--- src/design/qped_pkg.sv ---
`timescale 1ns / 1ps
// ----------------------------------------------------------------------------
// qped_pkg
// Shared types, constants and helpers for the query parameter extractor.
// ----------------------------------------------------------------------------
package qped_pkg;

   localparam int MAX_KEY_BYTES_DEFAULT = 16;
   localparam int QUEUE_DEPTH_DEFAULT   = 4;
   localparam int RESULTS_PER_ITEM      = 4;
   localparam int CSR_INDEX_W           = 2;
   localparam int CSR_DATA_W            = 64;

   localparam logic [15:0] OUTPUT_LIMIT_RESET = 16'd1024;

   localparam logic [7:0] CH_PERCENT = 8'h25;
   localparam logic [7:0] CH_PLUS    = 8'h2B;
   localparam logic [7:0] CH_AMP     = 8'h26;
   localparam logic [7:0] CH_EQUAL   = 8'h3D;
   localparam logic [7:0] CH_SPACE   = 8'h20;

   typedef enum logic [CSR_INDEX_W-1:0] {
      REG_KEY_LOW      = 2'd0,
      REG_KEY_HIGH     = 2'd1,
      REG_KEY_LENGTH   = 2'd2,
      REG_OUTPUT_LIMIT = 2'd3
   } csr_index_type;

   typedef enum logic [1:0] {
      KIND_BYTE    = 2'd0,
      KIND_FOUND   = 2'd1,
      KIND_MISSING = 2'd2
   } kind_type;

   typedef enum logic [1:0] {
      PHASE_NAME  = 2'd0,
      PHASE_SKIP  = 2'd1,
      PHASE_VALUE = 2'd2,
      PHASE_DONE  = 2'd3
   } phase_type;

   // all results caused by one input byte
   typedef struct packed {
      logic [1:0]                            last_idx;
      logic [RESULTS_PER_ITEM-1:0][7:0]      bytes;
      kind_type [RESULTS_PER_ITEM-1:0]       kinds;
   } entry_type;

   function automatic logic is_hex(input logic [7:0] b);
      logic r;
      case (b) inside
         [8'h30:8'h39], [8'h41:8'h46], [8'h61:8'h66]: r = 1'b1;
         default:                                     r = 1'b0;
      endcase
      return r;
   endfunction

   function automatic logic [3:0] hex_value(input logic [7:0] b);
      logic [3:0] r;
      case (b) inside
         [8'h30:8'h39]:               r = b[3:0];
         [8'h41:8'h46], [8'h61:8'h66]: r = b[3:0] + 4'd9;
         default:                     r = 4'd0;
      endcase
      return r;
   endfunction

endpackage

--- src/design/qped_front.sv ---
`timescale 1ns / 1ps
// ----------------------------------------------------------------------------
// qped_front
// Holds the configuration, tracks name matching and percent decoding, and
// packs all results of one accepted byte into a single queue entry.
// ----------------------------------------------------------------------------
module qped_front
   import qped_pkg::*;
#(
   parameter int MAX_KEY_BYTES = MAX_KEY_BYTES_DEFAULT
) (
   input  logic                   clock,
   input  logic                   reset,
   input  logic                   csr_write,
   input  logic [CSR_INDEX_W-1:0] csr_index,
   input  logic [CSR_DATA_W-1:0]  csr_data,
   input  logic                   accept,
   input  logic [7:0]             query_byte,
   input  logic                   query_last,
   output logic                   entry_valid,
   output entry_type              entry
);

   localparam logic [4:0] MAX_KEY = 5'(MAX_KEY_BYTES);

   logic [MAX_KEY_BYTES-1:0][7:0] key_ff;
   logic [4:0]                    key_length_ff;
   logic [15:0]                   output_limit_ff;

   phase_type   phase_ff, phase_in;
   logic [4:0]  name_pos_ff, name_pos_in;
   logic        mismatch_ff, mismatch_in;
   logic [15:0] value_count_ff, value_count_in;
   logic [1:0]  pend_count_ff, pend_count_in;
   logic [7:0]  pend_digit_ff, pend_digit_in;

   logic        is_amp, is_equal, is_percent, is_plus, b_hex;
   logic        in_value, value_byte_step;
   logic        esc_digit1, esc_pair, esc_broken, plain_byte;
   logic [15:0] value_count_inc;
   logic        limit_hit, value_end, final_flush, name_hit;
   logic [1:0]  pend_count_dec;
   logic [7:0]  pend_digit_dec;
   logic [7:0]  key_sel;
   phase_type   step_phase;

   // configuration registers
   always_ff @(posedge clock) begin
      if (reset) begin
         key_ff          <= '0;
         key_length_ff   <= '0;
         output_limit_ff <= OUTPUT_LIMIT_RESET;
      end else if (csr_write) begin
         for (int i = 0; i < MAX_KEY_BYTES; i++) begin
            if ((i < 8 && csr_index == REG_KEY_LOW) ||
                (i >= 8 && csr_index == REG_KEY_HIGH)) begin
               key_ff[i] <= csr_data[8*(i%8) +: 8];
            end
         end
         if (csr_index == REG_KEY_LENGTH) begin
            key_length_ff <= csr_data[4:0];
         end
         if (csr_index == REG_OUTPUT_LIMIT) begin
            output_limit_ff <= csr_data[15:0];
         end
      end
   end

   assign is_amp     = (query_byte == CH_AMP);
   assign is_equal   = (query_byte == CH_EQUAL);
   assign is_percent = (query_byte == CH_PERCENT);
   assign is_plus    = (query_byte == CH_PLUS);
   assign b_hex      = is_hex(query_byte);

   always_comb begin
      key_sel = '0;
      for (int i = 0; i < MAX_KEY_BYTES; i++) begin
         if (name_pos_ff == 5'(i)) begin
            key_sel = key_ff[i];
         end
      end
   end

   assign name_hit = !mismatch_ff && (key_length_ff != '0) && (key_length_ff <= MAX_KEY) &&
                     (name_pos_ff == key_length_ff) && (output_limit_ff != '0);

   // value decode classification
   assign in_value        = (phase_ff == PHASE_VALUE);
   assign value_byte_step = in_value && !is_amp;
   assign esc_digit1      = value_byte_step && (pend_count_ff == 2'd1) && b_hex;
   assign esc_pair        = value_byte_step && (pend_count_ff == 2'd2) && b_hex;
   assign esc_broken      = value_byte_step && (pend_count_ff != 2'd0) && !b_hex;
   assign plain_byte      = value_byte_step && !esc_digit1 && !esc_pair;

   assign value_count_inc = value_count_ff + 16'd1;
   // a zero limit written mid-value never ends the value by count
   assign limit_hit       = value_byte_step && (output_limit_ff != '0) &&
                            (value_count_inc >= output_limit_ff - 16'd1);
   assign value_end       = (in_value && is_amp) || limit_hit;

   always_comb begin
      pend_count_dec = pend_count_ff;
      pend_digit_dec = pend_digit_ff;
      if (esc_digit1) begin
         pend_count_dec = 2'd2;
         pend_digit_dec = query_byte;
      end else if (esc_pair) begin
         pend_count_dec = 2'd0;
      end else if (plain_byte) begin
         pend_count_dec = is_percent ? 2'd1 : 2'd0;
      end
   end

   // phase after the byte itself, before end-of-query handling
   always_comb begin
      step_phase = phase_ff;
      case (phase_ff)
         PHASE_NAME: begin
            if (is_equal) begin
               if (!name_hit) begin
                  step_phase = PHASE_SKIP;
               end else if (output_limit_ff <= 16'd1) begin
                  step_phase = PHASE_DONE;
               end else begin
                  step_phase = PHASE_VALUE;
               end
            end
         end
         PHASE_SKIP:  if (is_amp) step_phase = PHASE_NAME;
         PHASE_VALUE: if (value_end) step_phase = PHASE_DONE;
         default:     step_phase = phase_ff;
      endcase
   end

   assign final_flush = value_end || (query_last && step_phase == PHASE_VALUE);

   // next state
   always_comb begin
      phase_in       = step_phase;
      name_pos_in    = name_pos_ff;
      mismatch_in    = mismatch_ff;
      value_count_in = value_count_ff;
      pend_count_in  = pend_count_ff;
      pend_digit_in  = pend_digit_ff;
      case (phase_ff)
         PHASE_NAME: begin
            if (is_amp && name_pos_ff == '0) begin
               // leading separator
            end else if (is_equal) begin
               name_pos_in = '0;
               mismatch_in = 1'b0;
               if (name_hit) begin
                  value_count_in = '0;
                  pend_count_in  = '0;
               end
            end else begin
               if (name_pos_ff >= key_length_ff || name_pos_ff >= MAX_KEY ||
                   key_sel != query_byte) begin
                  mismatch_in = 1'b1;
               end
               if (name_pos_ff != 5'd31) begin
                  name_pos_in = name_pos_ff + 5'd1;
               end
            end
         end
         PHASE_VALUE: begin
            pend_digit_in = pend_digit_dec;
            pend_count_in = final_flush ? 2'd0 : pend_count_dec;
            if (value_byte_step) begin
               value_count_in = value_count_inc;
            end
         end
         default: ;
      endcase
      if (query_last) begin
         phase_in       = PHASE_NAME;
         name_pos_in    = '0;
         mismatch_in    = 1'b0;
         value_count_in = '0;
         pend_count_in  = '0;
         pend_digit_in  = '0;
      end
   end

   always_ff @(posedge clock) begin
      if (reset) begin
         phase_ff       <= PHASE_NAME;
         name_pos_ff    <= '0;
         mismatch_ff    <= 1'b0;
         value_count_ff <= '0;
         pend_count_ff  <= '0;
         pend_digit_ff  <= '0;
      end else if (accept) begin
         phase_ff       <= phase_in;
         name_pos_ff    <= name_pos_in;
         mismatch_ff    <= mismatch_in;
         value_count_ff <= value_count_in;
         pend_count_ff  <= pend_count_in;
         pend_digit_ff  <= pend_digit_in;
      end
   end

   // result packing, in emission order
   always_comb begin
      logic [2:0] n;
      n           = '0;
      entry.bytes = '0;
      for (int i = 0; i < RESULTS_PER_ITEM; i++) begin
         entry.kinds[i] = KIND_BYTE;
      end
      if (esc_broken) begin
         entry.bytes[n[1:0]] = CH_PERCENT;
         n = n + 3'd1;
         if (pend_count_ff == 2'd2) begin
            entry.bytes[n[1:0]] = pend_digit_ff;
            n = n + 3'd1;
         end
      end
      if (esc_pair) begin
         entry.bytes[n[1:0]] = {hex_value(pend_digit_ff), hex_value(query_byte)};
         n = n + 3'd1;
      end else if (plain_byte && !is_percent) begin
         entry.bytes[n[1:0]] = is_plus ? CH_SPACE : query_byte;
         n = n + 3'd1;
      end
      if (final_flush) begin
         if (pend_count_dec != 2'd0) begin
            entry.bytes[n[1:0]] = CH_PERCENT;
            n = n + 3'd1;
         end
         if (pend_count_dec == 2'd2) begin
            entry.bytes[n[1:0]] = pend_digit_dec;
            n = n + 3'd1;
         end
      end
      if (query_last) begin
         entry.kinds[n[1:0]] = (step_phase == PHASE_VALUE || step_phase == PHASE_DONE) ?
                               KIND_FOUND : KIND_MISSING;
         n = n + 3'd1;
      end
      entry.last_idx = 2'(n - 3'd1);
      entry_valid    = accept && (n != '0);
   end

endmodule

--- src/design/qped_fifo.sv ---
`timescale 1ns / 1ps
// ----------------------------------------------------------------------------
// qped_fifo
// Short entry queue between the decode front and the result serializer.
// ----------------------------------------------------------------------------
module qped_fifo
   import qped_pkg::*;
#(
   parameter int QUEUE_DEPTH = QUEUE_DEPTH_DEFAULT
) (
   input  logic      clock,
   input  logic      reset,
   input  logic      push,
   input  entry_type push_data,
   input  logic      pop,
   output entry_type pop_data,
   output logic      full,
   output logic      empty
);

   localparam int PTR_W = $clog2(QUEUE_DEPTH);
   localparam logic [PTR_W-1:0] PTR_MAX = PTR_W'(QUEUE_DEPTH - 1);
   localparam logic [PTR_W:0]   CNT_MAX = (PTR_W+1)'(QUEUE_DEPTH);

   entry_type            mem [QUEUE_DEPTH];
   logic [PTR_W-1:0]     head_ff, head_in;
   logic [PTR_W-1:0]     tail_ff, tail_in;
   logic [PTR_W:0]       count_ff, count_in;
   logic                 do_push, do_pop;

   assign full     = (count_ff == CNT_MAX);
   assign empty    = (count_ff == '0);
   assign do_push  = push && !full;
   assign do_pop   = pop && !empty;
   assign pop_data = mem[head_ff];

   always_comb begin
      head_in  = head_ff;
      tail_in  = tail_ff;
      count_in = count_ff;
      if (do_push) begin
         tail_in = (tail_ff == PTR_MAX) ? '0 : tail_ff + PTR_W'(1);
      end
      if (do_pop) begin
         head_in = (head_ff == PTR_MAX) ? '0 : head_ff + PTR_W'(1);
      end
      if (do_push && !do_pop) begin
         count_in = count_ff + (PTR_W+1)'(1);
      end else if (do_pop && !do_push) begin
         count_in = count_ff - (PTR_W+1)'(1);
      end
   end

   always_ff @(posedge clock) begin
      if (reset) begin
         head_ff  <= '0;
         tail_ff  <= '0;
         count_ff <= '0;
      end else begin
         head_ff  <= head_in;
         tail_ff  <= tail_in;
         count_ff <= count_in;
      end
   end

   always_ff @(posedge clock) begin
      if (do_push) begin
         mem[tail_ff] <= push_data;
      end
   end

endmodule

--- src/design/qped_back.sv ---
`timescale 1ns / 1ps
// ----------------------------------------------------------------------------
// qped_back
// Holds one queue entry and hands its results out one per transaction.
// ----------------------------------------------------------------------------
module qped_back
   import qped_pkg::*;
(
   input  logic       clock,
   input  logic       reset,
   input  logic       queue_empty,
   input  entry_type  queue_data,
   output logic       queue_pop,
   input  logic       rsp_pop,
   output logic       rsp_empty,
   output logic [7:0] rsp_value_byte,
   output logic [1:0] rsp_result_kind,
   output logic       rsp_run_last
);

   entry_type  cur_ff, cur_in;
   logic       valid_ff, valid_in;
   logic [1:0] idx_ff, idx_in;
   logic       take, at_last;

   assign take    = rsp_pop && valid_ff;
   assign at_last = (idx_ff == cur_ff.last_idx);

   always_comb begin
      cur_in    = cur_ff;
      valid_in  = valid_ff;
      idx_in    = idx_ff;
      queue_pop = 1'b0;
      if (!valid_ff || (take && at_last)) begin
         queue_pop = !queue_empty;
         valid_in  = !queue_empty;
         cur_in    = queue_data;
         idx_in    = '0;
      end else if (take) begin
         idx_in = idx_ff + 2'd1;
      end
   end

   always_ff @(posedge clock) begin
      if (reset) begin
         valid_ff <= 1'b0;
         idx_ff   <= '0;
      end else begin
         valid_ff <= valid_in;
         idx_ff   <= idx_in;
      end
   end

   always_ff @(posedge clock) begin
      cur_ff <= cur_in;
   end

   assign rsp_empty       = !valid_ff;
   assign rsp_value_byte  = cur_ff.bytes[idx_ff];
   assign rsp_result_kind = cur_ff.kinds[idx_ff];
   assign rsp_run_last    = at_last;

endmodule

--- src/design/query_parameter_extract_decode_core.sv ---
`timescale 1ns / 1ps
// ----------------------------------------------------------------------------
// query_parameter_extract_decode_core
// Finds one configured key in a URL query byte stream and returns its
// percent-decoded value followed by a found / not-found status.
// ----------------------------------------------------------------------------
//  channel   ports                                   direction  handshake
//  req       req_query_byte, req_query_last          in         push / full
//  rsp       rsp_value_byte, rsp_result_kind,        out        pop / empty
//            rsp_run_last
//  csr       csr_index, csr_data                     in         valid / ready
//
//  One byte is taken per cycle while req_full is low. Each byte that yields
//  results becomes one queue entry; the serializer drains it at one result
//  per cycle while rsp_pop is high; a byte yields k results (k up to 4).
//  First result passes through the queue, then the serializer's register.
//  req_full rises only when the entry queue is full; csr_ready is always high.
//  Synchronous reset clears the query state, key registers and the queue.
// ----------------------------------------------------------------------------
module query_parameter_extract_decode_core
   import qped_pkg::*;
#(
   parameter int MAX_KEY_BYTES = MAX_KEY_BYTES_DEFAULT,
   parameter int QUEUE_DEPTH   = QUEUE_DEPTH_DEFAULT
) (
   input  logic                   clock,
   input  logic                   reset,
   input  logic                   req_push,
   output logic                   req_full,
   input  logic [7:0]             req_query_byte,
   input  logic                   req_query_last,
   output logic                   rsp_empty,
   input  logic                   rsp_pop,
   output logic [7:0]             rsp_value_byte,
   output logic [1:0]             rsp_result_kind,
   output logic                   rsp_run_last,
   input  logic                   csr_valid,
   output logic                   csr_ready,
   input  logic [CSR_INDEX_W-1:0] csr_index,
   input  logic [CSR_DATA_W-1:0]  csr_data
);

   logic      accept;
   logic      entry_valid;
   entry_type entry;
   entry_type queue_data;
   logic      queue_pop, queue_empty;

   assign csr_ready = 1'b1;
   assign accept    = req_push && !req_full;

   qped_front #(
      .MAX_KEY_BYTES (MAX_KEY_BYTES)
   ) u_front (
      .clock       (clock),
      .reset       (reset),
      .csr_write   (csr_valid && csr_ready),
      .csr_index   (csr_index),
      .csr_data    (csr_data),
      .accept      (accept),
      .query_byte  (req_query_byte),
      .query_last  (req_query_last),
      .entry_valid (entry_valid),
      .entry       (entry)
   );

   qped_fifo #(
      .QUEUE_DEPTH (QUEUE_DEPTH)
   ) u_fifo (
      .clock     (clock),
      .reset     (reset),
      .push      (entry_valid),
      .push_data (entry),
      .pop       (queue_pop),
      .pop_data  (queue_data),
      .full      (req_full),
      .empty     (queue_empty)
   );

   qped_back u_back (
      .clock           (clock),
      .reset           (reset),
      .queue_empty     (queue_empty),
      .queue_data      (queue_data),
      .queue_pop       (queue_pop),
      .rsp_pop         (rsp_pop),
      .rsp_empty       (rsp_empty),
      .rsp_value_byte  (rsp_value_byte),
      .rsp_result_kind (rsp_result_kind),
      .rsp_run_last    (rsp_run_last)
   );

endmodule

--- config.mk ---
export PLATFORM = sky130hd
export DESIGN_NAME = query_parameter_extract_decode_core
export DESIGN_NICKNAME = d
export VERILOG_FILES = /design/src/design/qped_pkg.sv /design/src/design/qped_front.sv /design/src/design/qped_fifo.sv /design/src/design/qped_back.sv /design/src/design/query_parameter_extract_decode_core.sv
export SDC_FILE = /design/constraint.sdc
export NUM_CORES = 1
export LEC_CHECK = 0
export ABC_CLOCK_PERIOD_IN_PS = 7050
export BUFFER_PORTS_ARGS = -buffer_cell sky130_fd_sc_hd__buf_2
export CAP_MARGIN = 5
export CORE_MARGIN = 2
export CORE_UTILIZATION = 40
export DETAILED_ROUTE_END_ITERATION = 6
export MAX_ROUTING_LAYER = met4
export SLEW_MARGIN = 20
export SYNTH_ARGS = -nofsm -noshare
export SYNTH_HDL_FRONTEND = slang
export SYNTH_SLANG_ARGS = --single-unit
--- constraint.sdc ---
create_clock -name clock -period 7.05 [get_ports clock]
set_input_delay 0.3525 -clock clock [delete_from_list [all_inputs] [get_ports clock]]
set_output_delay 0.3525 -clock clock [all_outputs]
set_load 0.03 [all_outputs]
# Yosys cells after proc, flatten, opt, wreduce, memory -nomap -nowiden
# Memories as Yosys holds them, arrays and structs flattened. A register that Yosys moved wholly into a read port is not among the register bits.
# Index checks and enable logic that the tools add are counted.
[word_totals] in_bits=80 mem_count=1 reg_bits=193 mem_bits_rw=168 output_inout_bits=14 word_cells=299
[memory_table] name="u_fifo.mem" words=4 width=42 read_ports=1 rd_ports_with_merged_regs=1 wr=1 line="qped_fifo.sv:25" text="entry_type mem [QUEUE_DEPTH];"
[classes] n_lt_le_gt_ge=26 bitwise_logic=4 n_eq_ne=41 muxes=101 n_reduce_logical=82 n_addsub=15
[op_table] operator="$mux 8" count=26
[op_table] operator="$mux 32" count=6
[op_table] operator="$bwmux 32" count=3
[op_table] operator="$mux 16" count=6
[op_table] operator="$demux 8 s2" count=3
[op_table] operator="$eq 5x4->1 const B" count=8
[op_table] operator="$mux 2" count=19
[op_table] operator="$logic_and 1x1->1" count=37
[op_table] operator="$eq 8x6->1 const B" count=4
[op_table] operator="$ge 8x7->1 const B" count=4
[op_table] operator="$le 8x7->1 const B" count=4
[op_table] operator="$pmux 16 s2" count=1
[op_table] operator="$mux 3" count=10
[op_table] operator="$mux 5" count=5
[op_table] operator="$mux 4" count=6
[op_table] operator="$and 20x20->20" count=1
[op_table] operator="$eq 5x3->1 const B" count=4
[op_table] operator="$not 20->20" count=1
[op_table] operator="$eq 2x2->1 const B" count=9
[op_table] operator="$add 16x1->16 const B" count=1
[op_table] operator="$bmux 8 s2" count=1
[op_table] operator="$ge 16x16->1" count=1
[op_table] operator="$ge 8x6->1 const B" count=2
[op_table] operator="$le 16x1->1 const B" count=1
[op_table] operator="other kinds (46)" count=106

# Logic depth before layout (Yosys ltp)
[logic_depth] word_depth=26 depth_mapped=30

# By module
# A second synthesis with hierarchy kept.
[hier_totals] cells_unflattened=1860 area_unflattened_um2=19341.0
[by_module_without_submodules] module="qped_front" area_per_inst_um2=11070.6 cells_each=1511 instances=1 seq_area_each_um2=3663.5
[by_module_without_submodules] module="qped_fifo" area_per_inst_um2=6541.3 cells_each=270 instances=1 seq_area_each_um2=5225.0
[by_module_without_submodules] module="qped_back" area_per_inst_um2=1704.1 cells_each=76 instances=1 seq_area_each_um2=1321.3
[by_module_without_submodules] module="query_parameter_extract_decode_core" area_per_inst_um2=25.0 cells_each=3 instances=1 seq_area_each_um2=0.0

# Worst setup path after synthesis
# Ideal clock, no wire load.
[synth_path] kind="input to register" from="in req_query_byte[0]" to="mem u_fifo.mem[0][0] (netlist bit) (enable)" path_stages=24 path_buffers=1 t_arrival_ns=5.673 slack_ns=0.974 cell_sequence="inv_1 -> ha_1 -> o21ba_2 -> o211ai_1 -> o31a_1 -> clkbuf_1 -> o211ai_1 -> nor2_1 -> inv_1 -> ha_1 -> nand2_1 -> a21boi_0 -> ha_1 -> o31ai_1 -> a2bb2oi_1 -> inv_1 -> ha_1 -> nand2_1 -> o21ai_0 -> ha_1 -> nand3_1 -> a221oi_2 -> nor3_4 -> and2_1"
[synth_between] elab_chain_cells=24 elab_cells_between_ends=63 cone_classes="add/sub: 4; order compare: 6; eq/ne: 5; mux: 19; reduce/logical: 29"
[synth_lines] element="start, declared" line="query_parameter_extract_decode_core.sv:30" text="input logic [7:0] req_query_byte,"
[synth_lines] element="parallel branches: the longest is 16 deep, another holds $ge 8x6->1"
[synth_lines] element="$mux 3 *" line="qped_front.sv:226" text="if (final_flush) begin"
[synth_lines] element="$add 3x1->3" line="qped_front.sv:239" text="n = n + 3'd1;"
[synth_lines] element="$mux 3 *" line="qped_front.sv:236" text="if (query_last) begin"
[synth_lines] element="$reduce_bool 3->1 *" line="qped_front.sv:242" text="entry_valid = accept && (n != '0);"
[synth_lines] element="$logic_and 1x1->1 *" line="qped_front.sv:242"
[synth_lines] element="$logic_and 1x1->1 *" line="qped_fifo.sv:33" text="assign do_push = push && !full;"
[synth_lines] element="net u_fifo.do_push" line="qped_fifo.sv:29" text="logic do_push, do_pop;"
[synth_lines] element="$mux 1 *" line="qped_fifo.sv:67" text="if (do_push) begin"
[synth_lines] element="$mux 1 (not written as such) *" line="qped_fifo.sv:68" text="mem[tail_ff] <= push_data;"
[synth_lines] element="end, declared" line="qped_fifo.sv:25"
# Mark *: on every way through the listed nets, which the timed path passes. The select of a mux whose other input is x is not followed.

# Worst setup path after layout
[layout_path] from="in req_query_byte[0]" to="reg u_fifo.count_ff[2]"
[layout_between] elab_chain_cells=25 elab_cells_between_ends=66 cone_classes="add/sub: 4; order compare: 6; eq/ne: 5; mux: 18; reduce/logical: 33"
[layout_lines] element="parallel branches: the longest is 16 deep, another holds $ge 8x6->1"
[layout_lines] element="$mux 3 *" line="qped_front.sv:226"
[layout_lines] element="$add 3x1->3" line="qped_front.sv:239"
[layout_lines] element="$mux 3 *" line="qped_front.sv:236"
[layout_lines] element="$reduce_bool 3->1 *" line="qped_front.sv:242"
[layout_lines] element="$logic_and 1x1->1 *" line="qped_front.sv:242"
[layout_lines] element="$logic_and 1x1->1 *" line="qped_fifo.sv:33"
[layout_lines] element="net u_fifo.do_push" line="qped_fifo.sv:29"
[layout_lines] element="$logic_not 1->1" line="qped_fifo.sv:49" text="end else if (do_pop && !do_push) begin"
[layout_lines] element="$logic_and 1x1->1" line="qped_fifo.sv:49"
[layout_lines] element="$reduce_bool 2->1 (no source line)"
[layout_lines] element="end signal, assigned" line="qped_fifo.sv:62" text="count_ff <= count_in;"
[layout_lines] element="end, declared" line="qped_fifo.sv:28" text="logic [PTR_W:0] count_ff, count_in;"
# Marks and branches as above.
# A chain may end at the register's enable or synchronous reset.

==> impl_results.md <==
* Status: finished clean
* Max Cap Viol at 0
* Syn Std Cell Area at ~19,000 um^2
* Worst slack, placed at 113.5 ps
* Port buffer count at 92
* DR WL/cell at 20.19 um
* Via count at 14,660
* First-pass GRT wire length at 81.82 mm
* WP data arrival at ~7000 ps
* Endpoints failing hold at 0
* Final core utilization at 46.64%
* Crit Path Max Fanout at 12
* Synth Area per Inst at about 10 um^2
* DRT iter0 DRCs at just under 1,000
* Startpoint types: input pin
* # DRC at 0
* Die area at 49,700 um^2
* Min cycle time layout at approximately 6500 ps
* Die Y at ~220 um
* Via count of the first global-routing pass at ~14,000
* Top cell type's share of synthesized area at approximately 33%
* EDFF count, synth at 210
* CP endpoint kind: register
* Most used DFF post-synth: edfxtp_1
* Post-synthesis async set-or-reset flop share at 0%
* Drt first pass iters at 5
* Largest net degree at the start of global routing at ~100
* Post-synthesis sequential element count at 403
* Pins Over Slew Limit at 0
* Chip Width at ~220 um
* Post-Route WL at between 50 and 60 mm
* Reg clk slew, reported paths at approximately 60 ps
* Seq/Total Area, Yosys at 53.04%
* Unique masters post-synth at 93
* Sink Count at a little over 400
* Rel. slew slack at 30.06%
* Row count at 80
* Worst path top cell family by delay: compound AO/OA/AOI/OAI gates
* Worst vdd ir at roughly 0.00018 V
* RSZ-0062 raised after global routing: no
* Post-synthesis cell count at 1,857
* Final ANT Viol Nets at 0
* Fraction of layout cells with a size suffix above 1 at between 10 and 15%
* Core area at 47,550 um^2
* Final period util at between 90% and 100%
* Critical Path RT at 7540 ps
* Synth area leader: edfxtp_1
* CTS tree: built
* Fillcell total at roughly 4,400
* Critical path buffers and inverters at 5
* Clk Latency, worst-skew pair at 610 ps
* Initial antenna violation count at 1
* Pleak at between 7 and 8 nW
* Setup TNS at 0 ps
* Top cells by area, synth: edfxtp_1, dfxtp_1, nand2_1
* Vias/cell at between 5 and 6
* GRT Overall Usage at between 20% and 30%
* Synth Net Count at 1,996
* Nets at ~2,100
* Final setup fails at 0
* Most frequent CP cell: ha_1
* Critical path class: in2reg
* Hold WC Path Type: in2reg
* CTS Buf Count at 45
* Worst Skew at ~46 ps
* WHS at approximately 22 ps
* Setup bufs post-CTS at 0
* Final WS setup at about 550 ps
* Highest clock rate at about 150 MHz
* H-tree lvl count at 2
* CP peak stage delay at 610 ps
* Dpl hpwl at roughly 35 mm
* Clk buf depth at 3
* Syn-to-layout area delta at 15.65%
* PD cells at about 270 nW/um^2
* Slowest cell on the critical path: a2111oi_0
* Syn. warnings at 0
* Ports at 94
* Clock root cell: clkbuf_16
* GR Overflow Total at 0
* Gpl congestion at ~0.89
* Starting density of the core at 40.33%
* Worst slew pin tran at approximately 1000 ps
==> per-stage QoR <==
stage | area [um^2] | cells | total power [mW]
2_1_floorplan | 19170 | 1857 | 3.471
3_3_place_gp | 20220 | 2471 | 3.735
3_5_place_dp | 20220 | 2471 | 3.756
4_1_cts | 22150 | 2595 | 6.171
5_1_grt | 22180 | 2596 | 6.345
6_report | 22180 | 2596 | 6.097
==> kinds of logic (layout without fill, tap and decap cells) <==
family | count (synthesis) | count (layout) | synth area share, %
other cells | 1 | 2 | 0.01956
xor+xnor | 44 | 44 | 2.049
simple gates | 676 | 676 | 16.25
fa+ha+maj | 59 | 59 | 3.889
mux | 65 | 65 | 6.793
buf+inv | 167 | 290 | 3.406
compound gates | 442 | 442 | 14.55
flops | 403 | 403 | 53.04
==> final timing paths <==
path                              startpoint            endpoint  slack (ps)  cells after the start
setup / recovery           req_query_byte[0]  u_fifo.count_ff[2]         550                     28
hold / removal                  csr_data[50]  u_front.key_ff[50]          20                      3
setup reg to reg  u_front.output_limit_ff[4]  u_fifo.count_ff[2]         700                     26
hold reg to reg            u_front.key_ff[9]   u_front.key_ff[9]         450                      2
==> final cells by class <==
class / instances / area, um^2 / share of cell area (%)
clock buffer: 59 / 1239 / 5.586
antenna: 1 / 2.502 / 0.01128
multi-input combinational: 1287 / 8404 / 37.90
inverter: 46 / 172.7 / 0.7786
tap: 615 / 769.5 / 3.470
sequential: 403 / 10170 / 45.87
timing repair buffer: 160 / 1127 / 5.083
clock inverter: 25 / 289.0 / 1.303
==> layout by cell type, fill, tap and decap left out, types with 26 or more instances in the layout <==
cell and n:
clkbuf_16 45, ha_1 58, o21ai_0 41, nor3_1 44
xnor2_1 27, nor2_1 99, edfxtp_1 210, dfxtp_1 191
a21oi_1 221, buf_2 91, dlygate4sd3_1 40, nand2_1 373
inv_1 46, mux4_2 52, nand3_1 26
==> power by group <==
group | leakage [nW] | internal [mW] | total [mW] | switching, mW
Clock | 0.739 | 1.40 | 2.39 | 0.993
Sequential | 3.55 | 2.72 | 2.79 | 0.0738
Combinational | 3.48 | 0.371 | 0.914 | 0.543
==> repair_timing <==
| item | 4_1_cts | 5_1_grt |
|---|---|---|
| setup endpoints to repair | 0 | 1 |
| endpoints found under the hold margin | 72 | 0 |
| gates resized for setup | 0 | 2 |
| hold buffers | 40 | 0 |
==> worst min-delay path, stage by stage <==
cell     delay (ps)
buf_2           120
nand2_1          50
a21oi_1          50
==> Yosys cell counts (9+ instances only) <==
cell      count
nand2_1     374
a21oi_1     221
edfxtp_1    210
dfxtp_1     193
clkbuf_1    104
nor2_1      101
ha_1         58
mux4_2       52
inv_1        46
nor3_1       44
o21ai_0      41
xnor2_1      27
nand3_1      26
o22ai_1      20
xor2_1       16
or3_1        15
nand2b_1     14
a22oi_1      13
and3_1       12
mux2i_1      12
a211oi_1     11
a311oi_1     11
a31oi_1      11
buf_1        11
nor2b_1      11
a221oi_1     10
nand4_1      10
nor3b_1      10
a21o_1        9
==> per-layer routing <==
metal | track usage [%] | routed length [um]
met1 | 26.76 | 21910
met4 | 7.989 | 1797
met3 | 3.306 | 2790
met5 | - | 0
met2 | 36.09 | 25920
==> registers in the layout, indices dropped and copies added (netlist names) <==
register	flops
u_fifo.mem	168
u_front.key_ff	128
u_back.cur_ff	42
u_front.output_limit_ff	16
u_front.value_count_ff	16
u_front.pend_digit_ff	8
u_front.key_length_ff	5
u_front.name_pos_ff	5
u_fifo.count_ff	3
u_back.idx_ff	2
u_fifo.head_ff	2
u_fifo.tail_ff	2
u_front.pend_count_ff	2
u_front.phase_ff	2
u_back.valid_ff	1
u_front.mismatch_ff	1
Power figures use the tool's default switching activity.
